==> config.mk <==
export PLATFORM = sky130hd
export DESIGN_NAME = block_change_detector_top
export DESIGN_NICKNAME = d
export VERILOG_FILES = /design/src/bcd_pkg.sv /design/src/bcd_ram.sv /design/src/block_change_detector_top.sv
export SDC_FILE = /design/constraint.sdc
export NUM_CORES = 1
export LEC_CHECK = 0
export ABC_AREA = 1
export ABC_CLOCK_PERIOD_IN_PS = 5600
export BUFFER_PORTS_ARGS = -buffer_cell sky130_fd_sc_hd__buf_4
export CAP_MARGIN = 20
export CORE_AREA = 2 2 187 234
export CTS_CLUSTER_DIAMETER = 120
export CTS_CLUSTER_SIZE = 16
export DETAILED_ROUTE_END_ITERATION = 8
export DIE_AREA = 0 0 189 236
export PLACE_DENSITY = 0.85
export SYNTH_ARGS = -nofsm -noshare
export SYNTH_HDL_FRONTEND = slang
export SYNTH_HIERARCHICAL = 1
export SYNTH_SLANG_ARGS = --single-unit
==> constraint.sdc <==
create_clock -name aclk -period 5.6 [get_ports aclk]
set_input_delay 0.56 -clock aclk [delete_from_list [all_inputs] [get_ports aclk]]
set_output_delay 0.56 -clock aclk [all_outputs]
set_load 0.03 [all_outputs]
==> src/bcd_pkg.sv <==
`timescale 1ns / 1ps
// bcd_pkg: shared types, register codes, reset values and helper functions
// for the block change detector. No dependencies.

package bcd_pkg;

    localparam int DIM_W = 13;
    localparam int POS_W = 12;
    localparam int CHAN_W = 8;
    localparam int S_TDATA_W = 64;
    localparam int M_TDATA_W = 56;
    localparam int CFG_ADDR_W = 2;
    localparam int CFG_DATA_W = 13;
    localparam int MAX_BLOCK_COLS_DEF = 64;

    localparam logic [DIM_W-1:0] MAX_DIM = 13'd4096;

    localparam logic [CHAN_W-1:0] THRESHOLD_RST = 8'd0;
    localparam logic [DIM_W-1:0] BLOCK_SIZE_RST = 13'd16;
    localparam logic [DIM_W-1:0] FRAME_WIDTH_RST = 13'd640;
    localparam logic [DIM_W-1:0] FRAME_HEIGHT_RST = 13'd480;

    typedef enum logic [CFG_ADDR_W-1:0] {
        REG_THRESHOLD,
        REG_BLOCK_SIZE,
        REG_FRAME_WIDTH,
        REG_FRAME_HEIGHT
    } cfg_reg_t;

    typedef enum logic [1:0] {
        ST_CLR,
        ST_RUN,
        ST_EMIT
    } state_t;

    // size registers are used clamped to 1..MAX_DIM
    function automatic logic [DIM_W-1:0] clamp_dim(input logic [DIM_W-1:0] v);
        logic [DIM_W-1:0] r;
        r = v;
        if (v == '0) begin
            r = 13'd1;
        end else if (v > MAX_DIM) begin
            r = MAX_DIM;
        end
        return r;
    endfunction

    function automatic logic chan_differs(input logic [CHAN_W-1:0] a,
                                          input logic [CHAN_W-1:0] b,
                                          input logic [CHAN_W-1:0] th);
        logic [CHAN_W-1:0] d;
        d = (a > b) ? (a - b) : (b - a);
        return d > th;
    endfunction

endpackage

==> src/bcd_ram.sv <==
`timescale 1ns / 1ps
// bcd_ram: generic single-write, single-read synchronous RAM with registered
// read data (old data on a same-address collision). No dependencies.

module bcd_ram #(
    parameter int WIDTH = 1,
    parameter int DEPTH = 64
) (
    input  logic                                   aclk,
    input  logic                                   wr_en,
    input  logic [((DEPTH > 1) ? $clog2(DEPTH) : 1)-1:0] wr_addr,
    input  logic [WIDTH-1:0]                       wr_data,
    input  logic                                   rd_en,
    input  logic [((DEPTH > 1) ? $clog2(DEPTH) : 1)-1:0] rd_addr,
    output logic [WIDTH-1:0]                       rd_data
);

    logic [WIDTH-1:0] mem [DEPTH];

    always_ff @(posedge aclk) begin
        if (wr_en) begin
            mem[wr_addr] <= wr_data;
        end
        if (rd_en) begin
            rd_data <= mem[rd_addr];
        end
    end

endmodule

==> src/block_change_detector_top.sv <==
`timescale 1ns / 1ps
// block_change_detector_top: frame difference change detector, top level.
// Depends on bcd_pkg and bcd_ram.
//
// Usage:
//   s_ channel: one pixel pair per word, previous frame in the low 32 bits
//   and current frame in the high 32 bits; tuser flags the first pixel of a
//   frame. m_ channel: one changed-block rectangle per word, tlast on the
//   last rectangle of a block row. cfg channel: register writes, always ready.
//   Throughput: one pixel per cycle inside a block row. After the last pixel
//   of a block row with at least one changed block, input pauses while the
//   flag memory is scanned up to the highest changed block column, and it
//   also waits while the receiver holds m_tready low. A rectangle leaves
//   once the next changed block or the end of the scan is found. A frame
//   start while flags are still set clears the flag memory up to the
//   highest changed block column (one entry per cycle) before the next
//   pixel is taken. Reset: registers return to defaults, then a clearing
//   pass over all MAX_BLOCK_COLS flag memory entries runs with s_tready low.
//   A stalled receiver holds the output word; the scan waits on it, input is
//   still taken while only the last word of a row waits.

module block_change_detector_top
    import bcd_pkg::*;
#(
    parameter int MAX_BLOCK_COLS = MAX_BLOCK_COLS_DEF
) (
    input  logic                  aclk,
    input  logic                  aresetn,
    // prev_red, prev_green, prev_blue, prev_alpha,
    // curr_red, curr_green, curr_blue, curr_alpha (8 bits each)
    input  logic [S_TDATA_W-1:0]  s_tdata,
    input  logic                  s_tuser,   // frame_start
    input  logic                  s_tvalid,
    output logic                  s_tready,
    // block_left[11:0], block_top[23:12], block_right[36:24],
    // block_bottom[49:37], zero fill
    output logic [M_TDATA_W-1:0]  m_tdata,
    output logic                  m_tlast,   // last_in_row
    output logic                  m_tvalid,
    input  logic                  m_tready,
    input  logic                  cfg_valid,
    output logic                  cfg_ready,
    input  logic [CFG_ADDR_W-1:0] cfg_addr,
    input  logic [CFG_DATA_W-1:0] cfg_data
);

    localparam int COL_W = (MAX_BLOCK_COLS > 1) ? $clog2(MAX_BLOCK_COLS) : 1;
    localparam int CNT_W = COL_W + 1;
    localparam int LEFT_W = COL_W + DIM_W;
    localparam logic [COL_W-1:0] LAST_COL = COL_W'(MAX_BLOCK_COLS - 1);

    // configuration
    logic [CHAN_W-1:0] thresh_reg;
    logic [DIM_W-1:0]  bs_cfg_reg, w_cfg_reg, h_cfg_reg;
    logic [DIM_W-1:0]  bs, w, h;

    // position state
    logic [POS_W-1:0] col_pos_reg, row_pos_reg, pib_reg, rib_reg, brt_reg;
    logic [COL_W-1:0] bci_reg;

    // flag bookkeeping
    state_t           state_reg, state_next;
    logic             any_reg;
    logic [COL_W-1:0] max_slot_reg;
    logic [COL_W-1:0] clr_addr_reg, clr_end_reg;
    logic             clr_flag_reg, emit_after_reg;

    // emission
    logic [POS_W-1:0]  em_top_reg;
    logic [DIM_W-1:0]  em_bottom_reg, em_bs_reg, em_w_reg;
    logic [CNT_W-1:0]  rd_addr_reg;
    logic [LEFT_W-1:0] iss_left_reg, chk_left_reg;
    logic [COL_W-1:0]  chk_idx_reg;
    logic              chk_valid_reg;
    logic              pend_valid_reg;
    logic [POS_W-1:0]  pend_left_reg;
    logic [DIM_W-1:0]  pend_right_reg;

    // output register
    logic                 m_tvalid_reg, m_tlast_reg;
    logic [M_TDATA_W-1:0] m_tdata_reg;

    // ram ports
    logic             wr_en, rd_en;
    logic [COL_W-1:0] wr_addr;
    logic [0:0]       wr_data, rd_data;

    // pixel path
    logic             accept, fs, pix_changed, go_clear;
    logic [POS_W-1:0] cp_b, rp_b, pib_b, rib_b, brt_b;
    logic [COL_W-1:0] bci_b;
    logic [DIM_W-1:0] cp1, rp1, pib1, rib1;
    logic [POS_W-1:0] cp_n, rp_n, pib_n, rib_n, brt_n;
    logic [COL_W-1:0] bci_n;
    logic             blk_end;
    logic [DIM_W-1:0] bottom_n;

    // scan control
    logic             issue, hit, stall, out_free, scan_done;
    logic             push_mid, push_last, emit_enter;
    logic [LEFT_W:0]  right_sum;
    logic [DIM_W-1:0] right_val;

    assign bs = clamp_dim(bs_cfg_reg);
    assign w  = clamp_dim(w_cfg_reg);
    assign h  = clamp_dim(h_cfg_reg);

    assign cfg_ready = 1'b1;
    assign s_tready  = (state_reg == ST_RUN);
    assign accept    = s_tvalid && s_tready;
    assign fs        = s_tuser;

    assign pix_changed = chan_differs(s_tdata[7:0],   s_tdata[39:32], thresh_reg)
                      || chan_differs(s_tdata[15:8],  s_tdata[47:40], thresh_reg)
                      || chan_differs(s_tdata[23:16], s_tdata[55:48], thresh_reg)
                      || chan_differs(s_tdata[31:24], s_tdata[63:56], thresh_reg);

    assign go_clear = accept && fs && any_reg;

    // position counters, frame start zeroes them first
    always_comb begin
        cp_b  = fs ? '0 : col_pos_reg;
        rp_b  = fs ? '0 : row_pos_reg;
        pib_b = fs ? '0 : pib_reg;
        rib_b = fs ? '0 : rib_reg;
        brt_b = fs ? '0 : brt_reg;
        bci_b = fs ? '0 : bci_reg;

        cp1  = {1'b0, cp_b} + 13'd1;
        pib1 = {1'b0, pib_b} + 13'd1;
        rp1  = {1'b0, rp_b} + 13'd1;
        rib1 = {1'b0, rib_b} + 13'd1;

        if (pib1 >= bs) begin
            pib_n = '0;
            bci_n = (bci_b != LAST_COL) ? bci_b + COL_W'(1) : bci_b;
        end else begin
            pib_n = pib1[POS_W-1:0];
            bci_n = bci_b;
        end

        cp_n     = cp1[POS_W-1:0];
        rp_n     = rp_b;
        rib_n    = rib_b;
        brt_n    = brt_b;
        blk_end  = 1'b0;
        bottom_n = (rp1 > h) ? h : rp1;
        if (cp1 >= w) begin
            cp_n  = '0;
            pib_n = '0;
            bci_n = '0;
            rp_n  = rp1[POS_W-1:0];
            rib_n = rib1[POS_W-1:0];
            if (rib1 >= bs || rp1 >= h) begin
                blk_end = 1'b1;
                rib_n   = '0;
                rp_n    = (rp1 >= h) ? '0 : rp1[POS_W-1:0];
                brt_n   = rp_n;
            end
        end
    end

    // scan of the flag memory
    assign out_free  = !m_tvalid_reg || m_tready;
    assign hit       = chk_valid_reg && rd_data[0] && (chk_left_reg < LEFT_W'(em_w_reg));
    assign stall     = (state_reg == ST_EMIT) && hit && pend_valid_reg && !out_free;
    assign scan_done = (rd_addr_reg > {1'b0, max_slot_reg}) && !chk_valid_reg;
    assign issue     = (state_reg == ST_EMIT) && !stall
                    && (rd_addr_reg <= {1'b0, max_slot_reg});
    assign push_mid  = (state_reg == ST_EMIT) && hit && pend_valid_reg && out_free;
    assign push_last = (state_reg == ST_EMIT) && scan_done && pend_valid_reg && out_free;

    assign right_sum = {1'b0, chk_left_reg} + (LEFT_W + 1)'(em_bs_reg);
    assign right_val = (right_sum > (LEFT_W + 1)'(em_w_reg) || chk_idx_reg == LAST_COL)
                     ? em_w_reg : right_sum[DIM_W-1:0];

    // next state
    always_comb begin
        state_next = state_reg;
        case (state_reg)
            ST_CLR: begin
                if (clr_addr_reg == clr_end_reg) begin
                    state_next = (emit_after_reg && clr_flag_reg) ? ST_EMIT : ST_RUN;
                end
            end
            ST_RUN: begin
                if (go_clear) begin
                    state_next = ST_CLR;
                end else if (accept && blk_end && (any_reg || pix_changed)) begin
                    state_next = ST_EMIT;
                end
            end
            ST_EMIT: begin
                if (scan_done && (!pend_valid_reg || out_free)) begin
                    state_next = ST_RUN;
                end
            end
            default: state_next = ST_CLR;
        endcase
    end

    // memory port control
    always_comb begin
        wr_en   = 1'b0;
        wr_addr = '0;
        wr_data = 1'b0;
        rd_en   = issue;
        case (state_reg)
            ST_CLR: begin
                wr_en   = 1'b1;
                wr_addr = clr_addr_reg;
                // entry zero takes the flag of the frame start pixel
                wr_data = (clr_addr_reg == '0) ? clr_flag_reg : 1'b0;
            end
            ST_RUN: begin
                wr_en   = accept && pix_changed && !go_clear;
                wr_addr = bci_b;
                wr_data = 1'b1;
            end
            ST_EMIT: begin
                wr_en   = chk_valid_reg && !stall;
                wr_addr = chk_idx_reg;
                wr_data = 1'b0;
            end
            default: begin
                wr_en = 1'b0;
            end
        endcase
    end

    assign emit_enter = (state_next == ST_EMIT) && (state_reg != ST_EMIT);

    bcd_ram #(
        .WIDTH (1),
        .DEPTH (MAX_BLOCK_COLS)
    ) u_flags (
        .aclk    (aclk),
        .wr_en   (wr_en),
        .wr_addr (wr_addr),
        .wr_data (wr_data),
        .rd_en   (rd_en),
        .rd_addr (rd_addr_reg[COL_W-1:0]),
        .rd_data (rd_data)
    );

    // configuration registers
    always_ff @(posedge aclk) begin
        if (!aresetn) begin
            thresh_reg <= THRESHOLD_RST;
            bs_cfg_reg <= BLOCK_SIZE_RST;
            w_cfg_reg  <= FRAME_WIDTH_RST;
            h_cfg_reg  <= FRAME_HEIGHT_RST;
        end else if (cfg_valid && cfg_ready) begin
            case (cfg_reg_t'(cfg_addr))
                REG_THRESHOLD:    thresh_reg <= cfg_data[CHAN_W-1:0];
                REG_BLOCK_SIZE:   bs_cfg_reg <= cfg_data;
                REG_FRAME_WIDTH:  w_cfg_reg  <= cfg_data;
                REG_FRAME_HEIGHT: h_cfg_reg  <= cfg_data;
                default: ;
            endcase
        end
    end

    // control state
    always_ff @(posedge aclk) begin
        if (!aresetn) begin
            state_reg      <= ST_CLR;
            col_pos_reg    <= '0;
            row_pos_reg    <= '0;
            pib_reg        <= '0;
            rib_reg        <= '0;
            brt_reg        <= '0;
            bci_reg        <= '0;
            any_reg        <= 1'b0;
            max_slot_reg   <= '0;
            clr_addr_reg   <= '0;
            clr_end_reg    <= LAST_COL;
            clr_flag_reg   <= 1'b0;
            emit_after_reg <= 1'b0;
            rd_addr_reg    <= '0;
            chk_valid_reg  <= 1'b0;
            pend_valid_reg <= 1'b0;
            m_tvalid_reg   <= 1'b0;
        end else begin
            state_reg <= state_next;

            if (accept) begin
                col_pos_reg <= cp_n;
                row_pos_reg <= rp_n;
                pib_reg     <= pib_n;
                rib_reg     <= rib_n;
                brt_reg     <= brt_n;
                bci_reg     <= bci_n;
            end

            if (go_clear) begin
                clr_addr_reg   <= '0;
                clr_end_reg    <= max_slot_reg;
                clr_flag_reg   <= pix_changed;
                emit_after_reg <= blk_end;
            end else if (accept && pix_changed) begin
                any_reg      <= 1'b1;
                max_slot_reg <= (any_reg && max_slot_reg > bci_b) ? max_slot_reg : bci_b;
            end

            if (state_reg == ST_CLR) begin
                clr_addr_reg <= clr_addr_reg + COL_W'(1);
                if (clr_addr_reg == clr_end_reg) begin
                    any_reg        <= clr_flag_reg;
                    max_slot_reg   <= '0;
                    emit_after_reg <= 1'b0;
                end
            end

            if (emit_enter) begin
                rd_addr_reg    <= '0;
                chk_valid_reg  <= 1'b0;
                pend_valid_reg <= 1'b0;
            end else if (state_reg == ST_EMIT) begin
                if (!stall) begin
                    chk_valid_reg <= issue;
                    if (issue) begin
                        rd_addr_reg <= rd_addr_reg + CNT_W'(1);
                    end
                end
                if (hit && !stall) begin
                    pend_valid_reg <= 1'b1;
                end else if (push_last) begin
                    pend_valid_reg <= 1'b0;
                end
                if (state_next == ST_RUN) begin
                    any_reg      <= 1'b0;
                    max_slot_reg <= '0;
                end
            end

            if (push_mid || push_last) begin
                m_tvalid_reg <= 1'b1;
            end else if (m_tready) begin
                m_tvalid_reg <= 1'b0;
            end
        end
    end

    // payload registers
    always_ff @(posedge aclk) begin
        if (accept && blk_end) begin
            em_top_reg    <= brt_b;
            em_bottom_reg <= bottom_n;
            em_bs_reg     <= bs;
            em_w_reg      <= w;
        end
        if (emit_enter) begin
            iss_left_reg <= '0;
        end else if (issue) begin
            iss_left_reg <= iss_left_reg + LEFT_W'(em_bs_reg);
        end
        if (state_reg == ST_EMIT && !stall) begin
            chk_idx_reg  <= rd_addr_reg[COL_W-1:0];
            chk_left_reg <= iss_left_reg;
        end
        if (state_reg == ST_EMIT && hit && !stall) begin
            pend_left_reg  <= chk_left_reg[POS_W-1:0];
            pend_right_reg <= right_val;
        end
        if (push_mid || push_last) begin
            m_tdata_reg <= {6'b0, em_bottom_reg, pend_right_reg, em_top_reg, pend_left_reg};
            m_tlast_reg <= push_last;
        end
    end

    assign m_tvalid = m_tvalid_reg;
    assign m_tdata  = m_tdata_reg;
    assign m_tlast  = m_tlast_reg;

endmodule

=== Word-level counts from Yosys, hierarchy flattened ===
Memories as Yosys holds them, arrays and structs flattened. A register that Yosys moved wholly into a read port is not among the register bits.
Index checks and enable logic that the tools add are counted.

* Bits in writable memories: 64
* Output and inout bits: 60
* Register bits after elaboration: 317
* Memories: 1
* Bits of input ports: 85
* ROM bits: 0
* Latch bits: 0

{| class="wikitable"
|+ Memories
! name !! words !! width !! read ports !! clocked after Yosys merged registers in !! wr ports !! RTL line !! RTL
|-
| u_flags.mem || 64 || 1 || 1 || 1 || 1 || bcd_ram.sv:18 || <nowiki>logic [WIDTH-1:0] mem [DEPTH];</nowiki>
|}

* Bitwise operators: 2
* Equal/unequal tests: 11
* $add $sub $neg: 17
* Div/mod/pow operators: 0
* Multipliers: 0
* Mux-type cells: 69
* Magnitude comparators: 21
* Shift operators: 0
* Reductions and logical operators: 58

{| class="wikitable"
|+ Operators with widths
! operator !! count
|-
| $mux W12 || 15
|-
| $mux W13 || 8
|-
| $mux W6 || 14
|-
| $gt A8 B8 Y1 || 8
|-
| $sub A8 B8 Y8 || 8
|-
| $add A12 B1 Y13 const B || 4
|-
| $ge A13 B13 Y1 || 4
|-
| $gt A13 B13 Y1 const B || 3
|-
| $logic_not A13 Y1 || 3
|-
| $mux W8 || 4
|-
| $logic_and A1 B1 Y1 || 26
|-
| $add A19 B13 Y20 || 1
|-
| $gt A20 B13 Y1 || 1
|-
| $add A19 B13 Y19 || 1
|-
| $lt A19 B13 Y1 || 1
|-
| $mux W1 || 19
|-
| $pmux W6 S3 || 1
|-
| $gt A13 B13 Y1 || 1
|-
| $add A6 B1 Y6 const B || 2
|-
| $reduce_and A2 Y1 || 6
|-
| $mux W2 || 5
|-
| $logic_or A1 B1 Y1 || 9
|-
| $eq A2 B2 Y1 const B || 4
|-
| $add A7 B1 Y7 const B || 1
|-
| 18 further kinds || 29
|}

=== Longest topological paths before layout ===
* Word-level depth: 16
* Depth in mapped cells: 29
* Depth with buffers taken out: 28

=== By module ===
Netlist, hierarchy kept.

{| class="wikitable"
|+ Modules (own cells, without submodules)
! module !! area an instance (um2) !! sequential area each (um2) !! cells each !! times used
|-
| block_change_detector_top || 20,415.8 || 7,867.5 || 2,608 || 1
|-
| bcd_ram || 3,055.4 || 1,951.9 || 314 || 1
|}

=== Worst setup path before layout ===
Ideal clock, no wire load.

* Path kind: in2reg
* Start point: input s_tuser
* End point: register iss_left_reg[10]
* Cell stages on the path: 26
* Setup slack: 0.085 ns
* Arrival: 5.406 ns
* Buffers on the path: 4
* Cell sequence: buf_2 -> buf_2 -> clkbuf_1 -> nor2_1 -> ha_1 -> nand3_1 -> nor4_1 -> nand3_1 -> nor2_1 -> nand4_1 -> nand2_1 -> inv_2 -> ha_1 -> nand2_1 -> nor2_1 -> nand2_1 -> or3_1 -> nand3_2 -> nand2_1 -> nor2_2 -> nand3_1 -> nand2_1 -> nand2_4 -> buf_4 -> nand2_1 -> inv_1

* Cells in the longest elaborated chain, start to end: 13
* Elaborated cells on any way between the ends: 21
* Classes of those cells: add/sub: 3; order compare: 3; eq/ne: 1; mux: 8; reduce/logical: 6

{| class="wikitable"
|+ Ends and longest elaborated chain
! element !! RTL line !! RTL
|-
| from (decl) || block_change_detector_top.sv:32 || <nowiki>input logic s_tuser,</nowiki>
|-
| $mux W12 (on tied branches) || block_change_detector_top.sv:125, block_change_detector_top.sv:123 ||
|-
| $add A12 B1 Y13 (on tied branches) || block_change_detector_top.sv:132, block_change_detector_top.sv:131 ||
|-
| $ge A13 B13 Y1 || block_change_detector_top.sv:154 || <nowiki>if (rib1 >= bs || rp1 >= h) begin</nowiki>
|-
| $logic_or A1 B1 Y1 || block_change_detector_top.sv:154 ||
|-
| $mux W1 || block_change_detector_top.sv:154 ||
|-
| $mux W1 || block_change_detector_top.sv:148 || <nowiki>if (cp1 >= w) begin</nowiki>
|-
| $logic_and A1 B1 Y1 (2 in series) || block_change_detector_top.sv:189 || <nowiki>end else if (accept && blk_end && (any_reg || pix_changed)) begin</nowiki>
|-
| $mux W2 || block_change_detector_top.sv:189 ||
|-
| $mux W2 * || block_change_detector_top.sv:187 || <nowiki>if (go_clear) begin</nowiki>
|-
| $pmux W2 S3 * || block_change_detector_top.sv:180 || <nowiki>case (state_reg)</nowiki>
|-
| $eq A2 B2 Y1 * || block_change_detector_top.sv:231 || <nowiki>assign emit_enter = (state_next == ST_EMIT) && (state_reg != ST_EMIT);</nowiki>
|-
| $logic_and A1 B1 Y1 * || block_change_detector_top.sv:231 ||
|-
| to (signal assigned) || block_change_detector_top.sv:356 || <nowiki>iss_left_reg <= iss_left_reg + LEFT_W'(em_bs_reg);</nowiki>
|-
| to (decl) || block_change_detector_top.sv:72 || <nowiki>logic [LEFT_W-1:0] iss_left_reg, chk_left_reg;</nowiki>
|}

Mark *: on every way between the ends. The rest lies on a longest branch, timed or not.
A chain may end at the register's enable or synchronous reset.

=== Worst setup path in the final report ===
* Start point: input s_tdata[24]
* End point: memory u_flags.mem[35], enable pin

* Cells in the longest elaborated chain, start to end: 9
* Elaborated cells on any way between the ends: 11
* Classes of those cells: add/sub: 2; order compare: 2; mux: 4; reduce/logical: 3

{| class="wikitable"
|+ Ends and longest elaborated chain
! element !! RTL line !! RTL
|-
| from (decl) || block_change_detector_top.sv:31 || <nowiki>input logic [S_TDATA_W-1:0] s_tdata,</nowiki>
|-
| $sub A8 B8 Y8 / $gt A8 B8 Y1 (equally long branches) || bcd_pkg.sv:52 || <nowiki>d = (a > b) ? (a - b) : (b - a);</nowiki>
|-
| $mux W8 * || bcd_pkg.sv:52 ||
|-
| $gt A8 B8 Y1 * || bcd_pkg.sv:53 || <nowiki>return d > th;</nowiki>
|-
| $logic_or A1 B1 Y1 * || block_change_detector_top.sv:116 || <nowiki>|| chan_differs(s_tdata[31:24], s_tdata[63:56], thresh_reg);</nowiki>
|-
| $logic_and A1 B1 Y1 * (2 in series) || block_change_detector_top.sv:216 || <nowiki>wr_en = accept && pix_changed && !go_clear;</nowiki>
|-
| $pmux W1 S3 * || block_change_detector_top.sv:208 || <nowiki>case (state_reg)</nowiki>
|-
| via wr_en || block_change_detector_top.sv:84 || <nowiki>logic wr_en, rd_en;</nowiki>
|-
| $mux W1 * || bcd_ram.sv:21 || <nowiki>if (wr_en) begin</nowiki>
|-
| $mux W1 (not written as such) * || bcd_ram.sv:22 || <nowiki>mem[wr_addr] <= wr_data;</nowiki>
|-
| to (decl) || bcd_ram.sv:18 ||
|}

The timed path passes the listed nets; every way through them passes the cells marked *.

==> impl_metrics.toml <==
[outcome]
status = "finished, final reports clean"

[detailed_routing]
via_per_inst = 5.55
wl_met2_um = 27500
drc_errors = 0
wl_per_cell_um = 15.2
dr.pass1.iters = 6
num_vias = 20000
drt-met1-wl_um = 21700
drt_wl_total_um = 54800
drtIter0Drc = 1488
top_layer = "met4"
ant_nets = 0
met3_length_um = 3180

[logic_synthesis]
synth_area_um2 = 23500
synth.cells.most_frequent = "nand2_1 (665), inv_1 (392), a21oi_1 (263)"
async_flop_share = 0
synth_warnings = 6
ys_top_cells_by_area = "edfxtp_1 (28%), dfxtp_1 (14%), ha_1 (11%), nand2_1 (11%), inv_1 (6.3%)"
synthDistinctLibCells = 56
yosys.area.top_type_share = 0.278
yosysTopAreaCell = "edfxtp_1"
yosysMostFrequentCell = "nand2_1"
synth_ff_type = "edfxtp_1"
netlist_instances = 2922
avgSynthCellArea_um2 = 8.03
synth-seq-cells = 382
seq_area_frac_synth = 0.418
synth_edf_count = 217

[sta]
period_minus_slack_ps = 4610
tightest_slew_ps = 847
tns_ps = 0
finalHoldViolations = 0
slew_viol_final = 0
finalSetupViolations = 0
fin_crit_sh = 0.823
fin_skew_ps = 22.6
rsz0062_at_grt = "false"
relSlewSlack = 0.429
fmax_ghz = 0.217

[global_routing]
grt-ovfl-total = 0
grt_max_degree = 74
grt_pass1_vias = 19000
antenna_found_initial = 0
track_usage = 0.242
grt_pass1_wl_um = 89600

[cts]
ctsHoldBuffers = 0
path_clk_slew_ps = 70
cts_tree = "built"
cts.path.max_buffers = 3
htree_levels = 1
cts_resized = 0
cts-root-buf = "clkbuf_16"
clock-sinks = 382
cts_buffers = 27
clk_latency_ps = 570
postCtsSetupBuffers = 0

[worst_hold_path]
hold_class = "in -> reg"

[critical_path]
max_stage_delay_ps = 370
cp_slowest_cell = "fa_1"
critPathCaptureType = "flip-flop"
critPathRequiredTime_ps = 5830
critPathMaxFanout = 10
cp_data_arrival_time_ps = 4840
crit_top_cell = "nand2_1"
path_delay_family = "simple AND/OR/NAND/NOR gates"
start_kind = "primary input"
worstSetupPathType = "in -> reg"
worst-path-buf-inv = 6

[power_and_ir_drop]
powerDensity_nw_per_um2 = 213
ir_worst_vdd_uv = 204
p_leak_uw = 0.0113

[finish]
layout-drive-gt1-share = 0.0781
largest_register_ffs = 64
fin_nets = 3339
utilization = 0.604
antennaDiodeCount = 0
areaGrowthSynthToFinish_pct = 9.71

[floorplan]
dieHeight_um = 236
die-area_um2 = 44600
core_um2 = 42600
pin_count = 145
die_width_um = 189
num_rows = 85
initial_core_util = 0.550

[placed_design]
port_buffers = 137
gp_congestion = 0.971
hpwl_um = 41400

[flow_run]
cap_viol_max_count = 0
-- metrics by stage --
stage	cell area [um^2]	total power (uW)	setup slack, ps	std cells	hold slack (ps)
after CTS	25700	5500	1090	3611	234
after floorplan	23500	3520	85.3	2927	400
after global routing	25800	5710	459	3612	250
after detailed placement	25000	3710	498	3564	405
after global placement	25000	3700	620	3564	401
final	25800	5480	990	3612	249
-- power by group --
part	leakage, uW	internal [uW]	total [uW]	switching [uW]
logic	0.00757	272	680	408
registers	0.00339	2960	2970	16.4
clock network	0.000362	915	1830	911
total	0.0113	4140	5480	1340
-- kinds of logic after synthesis --
group,after synthesis,share of synthesized area
AO/OA/AOI/OAI,503,0.115
XOR/XNOR,95,0.0354
adder cells (fa/ha/maj),225,0.123
buffers and inverters,486,0.0828
flip-flops,382,0.418
multiplexers,16,0.00725
other,2,0.000320
AND/OR/NAND/NOR,1213,0.218
-- routing by layer --
metal  up-vias  global-route usage
met3       187              0.0251
met2       737               0.435
met5         -                   0
met1      9193               0.290
li1       9922                   -
met4         0               0.107
-- worst min-delay path: stages --
cell	delay [ps]
buf_4	110
nand2_1	50
nand3_1	60
-- cells in the final DEF (no fill, tap or decap), types with 3 or more instances in the layout --
| cell | n |
|---|---|
| a211oi_1 | 4 |
| a21oi_1 | 263 |
| a22oi_1 | 4 |
| a31oi_1 | 4 |
| buf_4 | 154 |
| clkbuf_1 | 19 |
| clkbuf_16 | 27 |
| conb_1 | 7 |
| dfxtp_1 | 165 |
| edfxtp_1 | 217 |
| fa_1 | 10 |
| ha_1 | 215 |
| inv_1 | 391 |
| inv_2 | 10 |
| mux2_2 | 8 |
| mux2i_1 | 8 |
| nand2_1 | 664 |
| nand2_2 | 5 |
| nand3_1 | 178 |
| nand4_1 | 32 |
| nor2_1 | 248 |
| nor2_2 | 7 |
| nor2_4 | 3 |
| nor3_1 | 30 |
| nor3_2 | 11 |
| nor3b_1 | 3 |
| nor4_1 | 20 |
| o211ai_1 | 35 |
| o21ai_0 | 170 |
| o221ai_1 | 3 |
| o22ai_1 | 5 |
| o31ai_1 | 3 |
| xnor2_1 | 27 |
| xor2_1 | 68 |
-- final cells by class --
class	instances	area [um^2]
clock buffers	47	761
fillers	3643	16900
inverters	403	1520
multi-input cells	2059	11800
flip-flops and latches	382	9820
well taps	565	707
repair buffers	156	1200
-- worst paths after layout --
kind / start / to / slack, ps / depth (start not counted)
worst min register to register: pend_right_reg[7] / m_tdata[31] / 420 / 0
worst min-delay path: cfg_data[8] / h_cfg_reg[8] / 250 / 3
worst max register to register: col_pos_reg[0] / rd_addr_reg[4] / 1170 / 24
worst max-delay path: s_tdata[24] / u_flags/mem[35] / 990 / 27
Power figures use the tool's default switching activity.
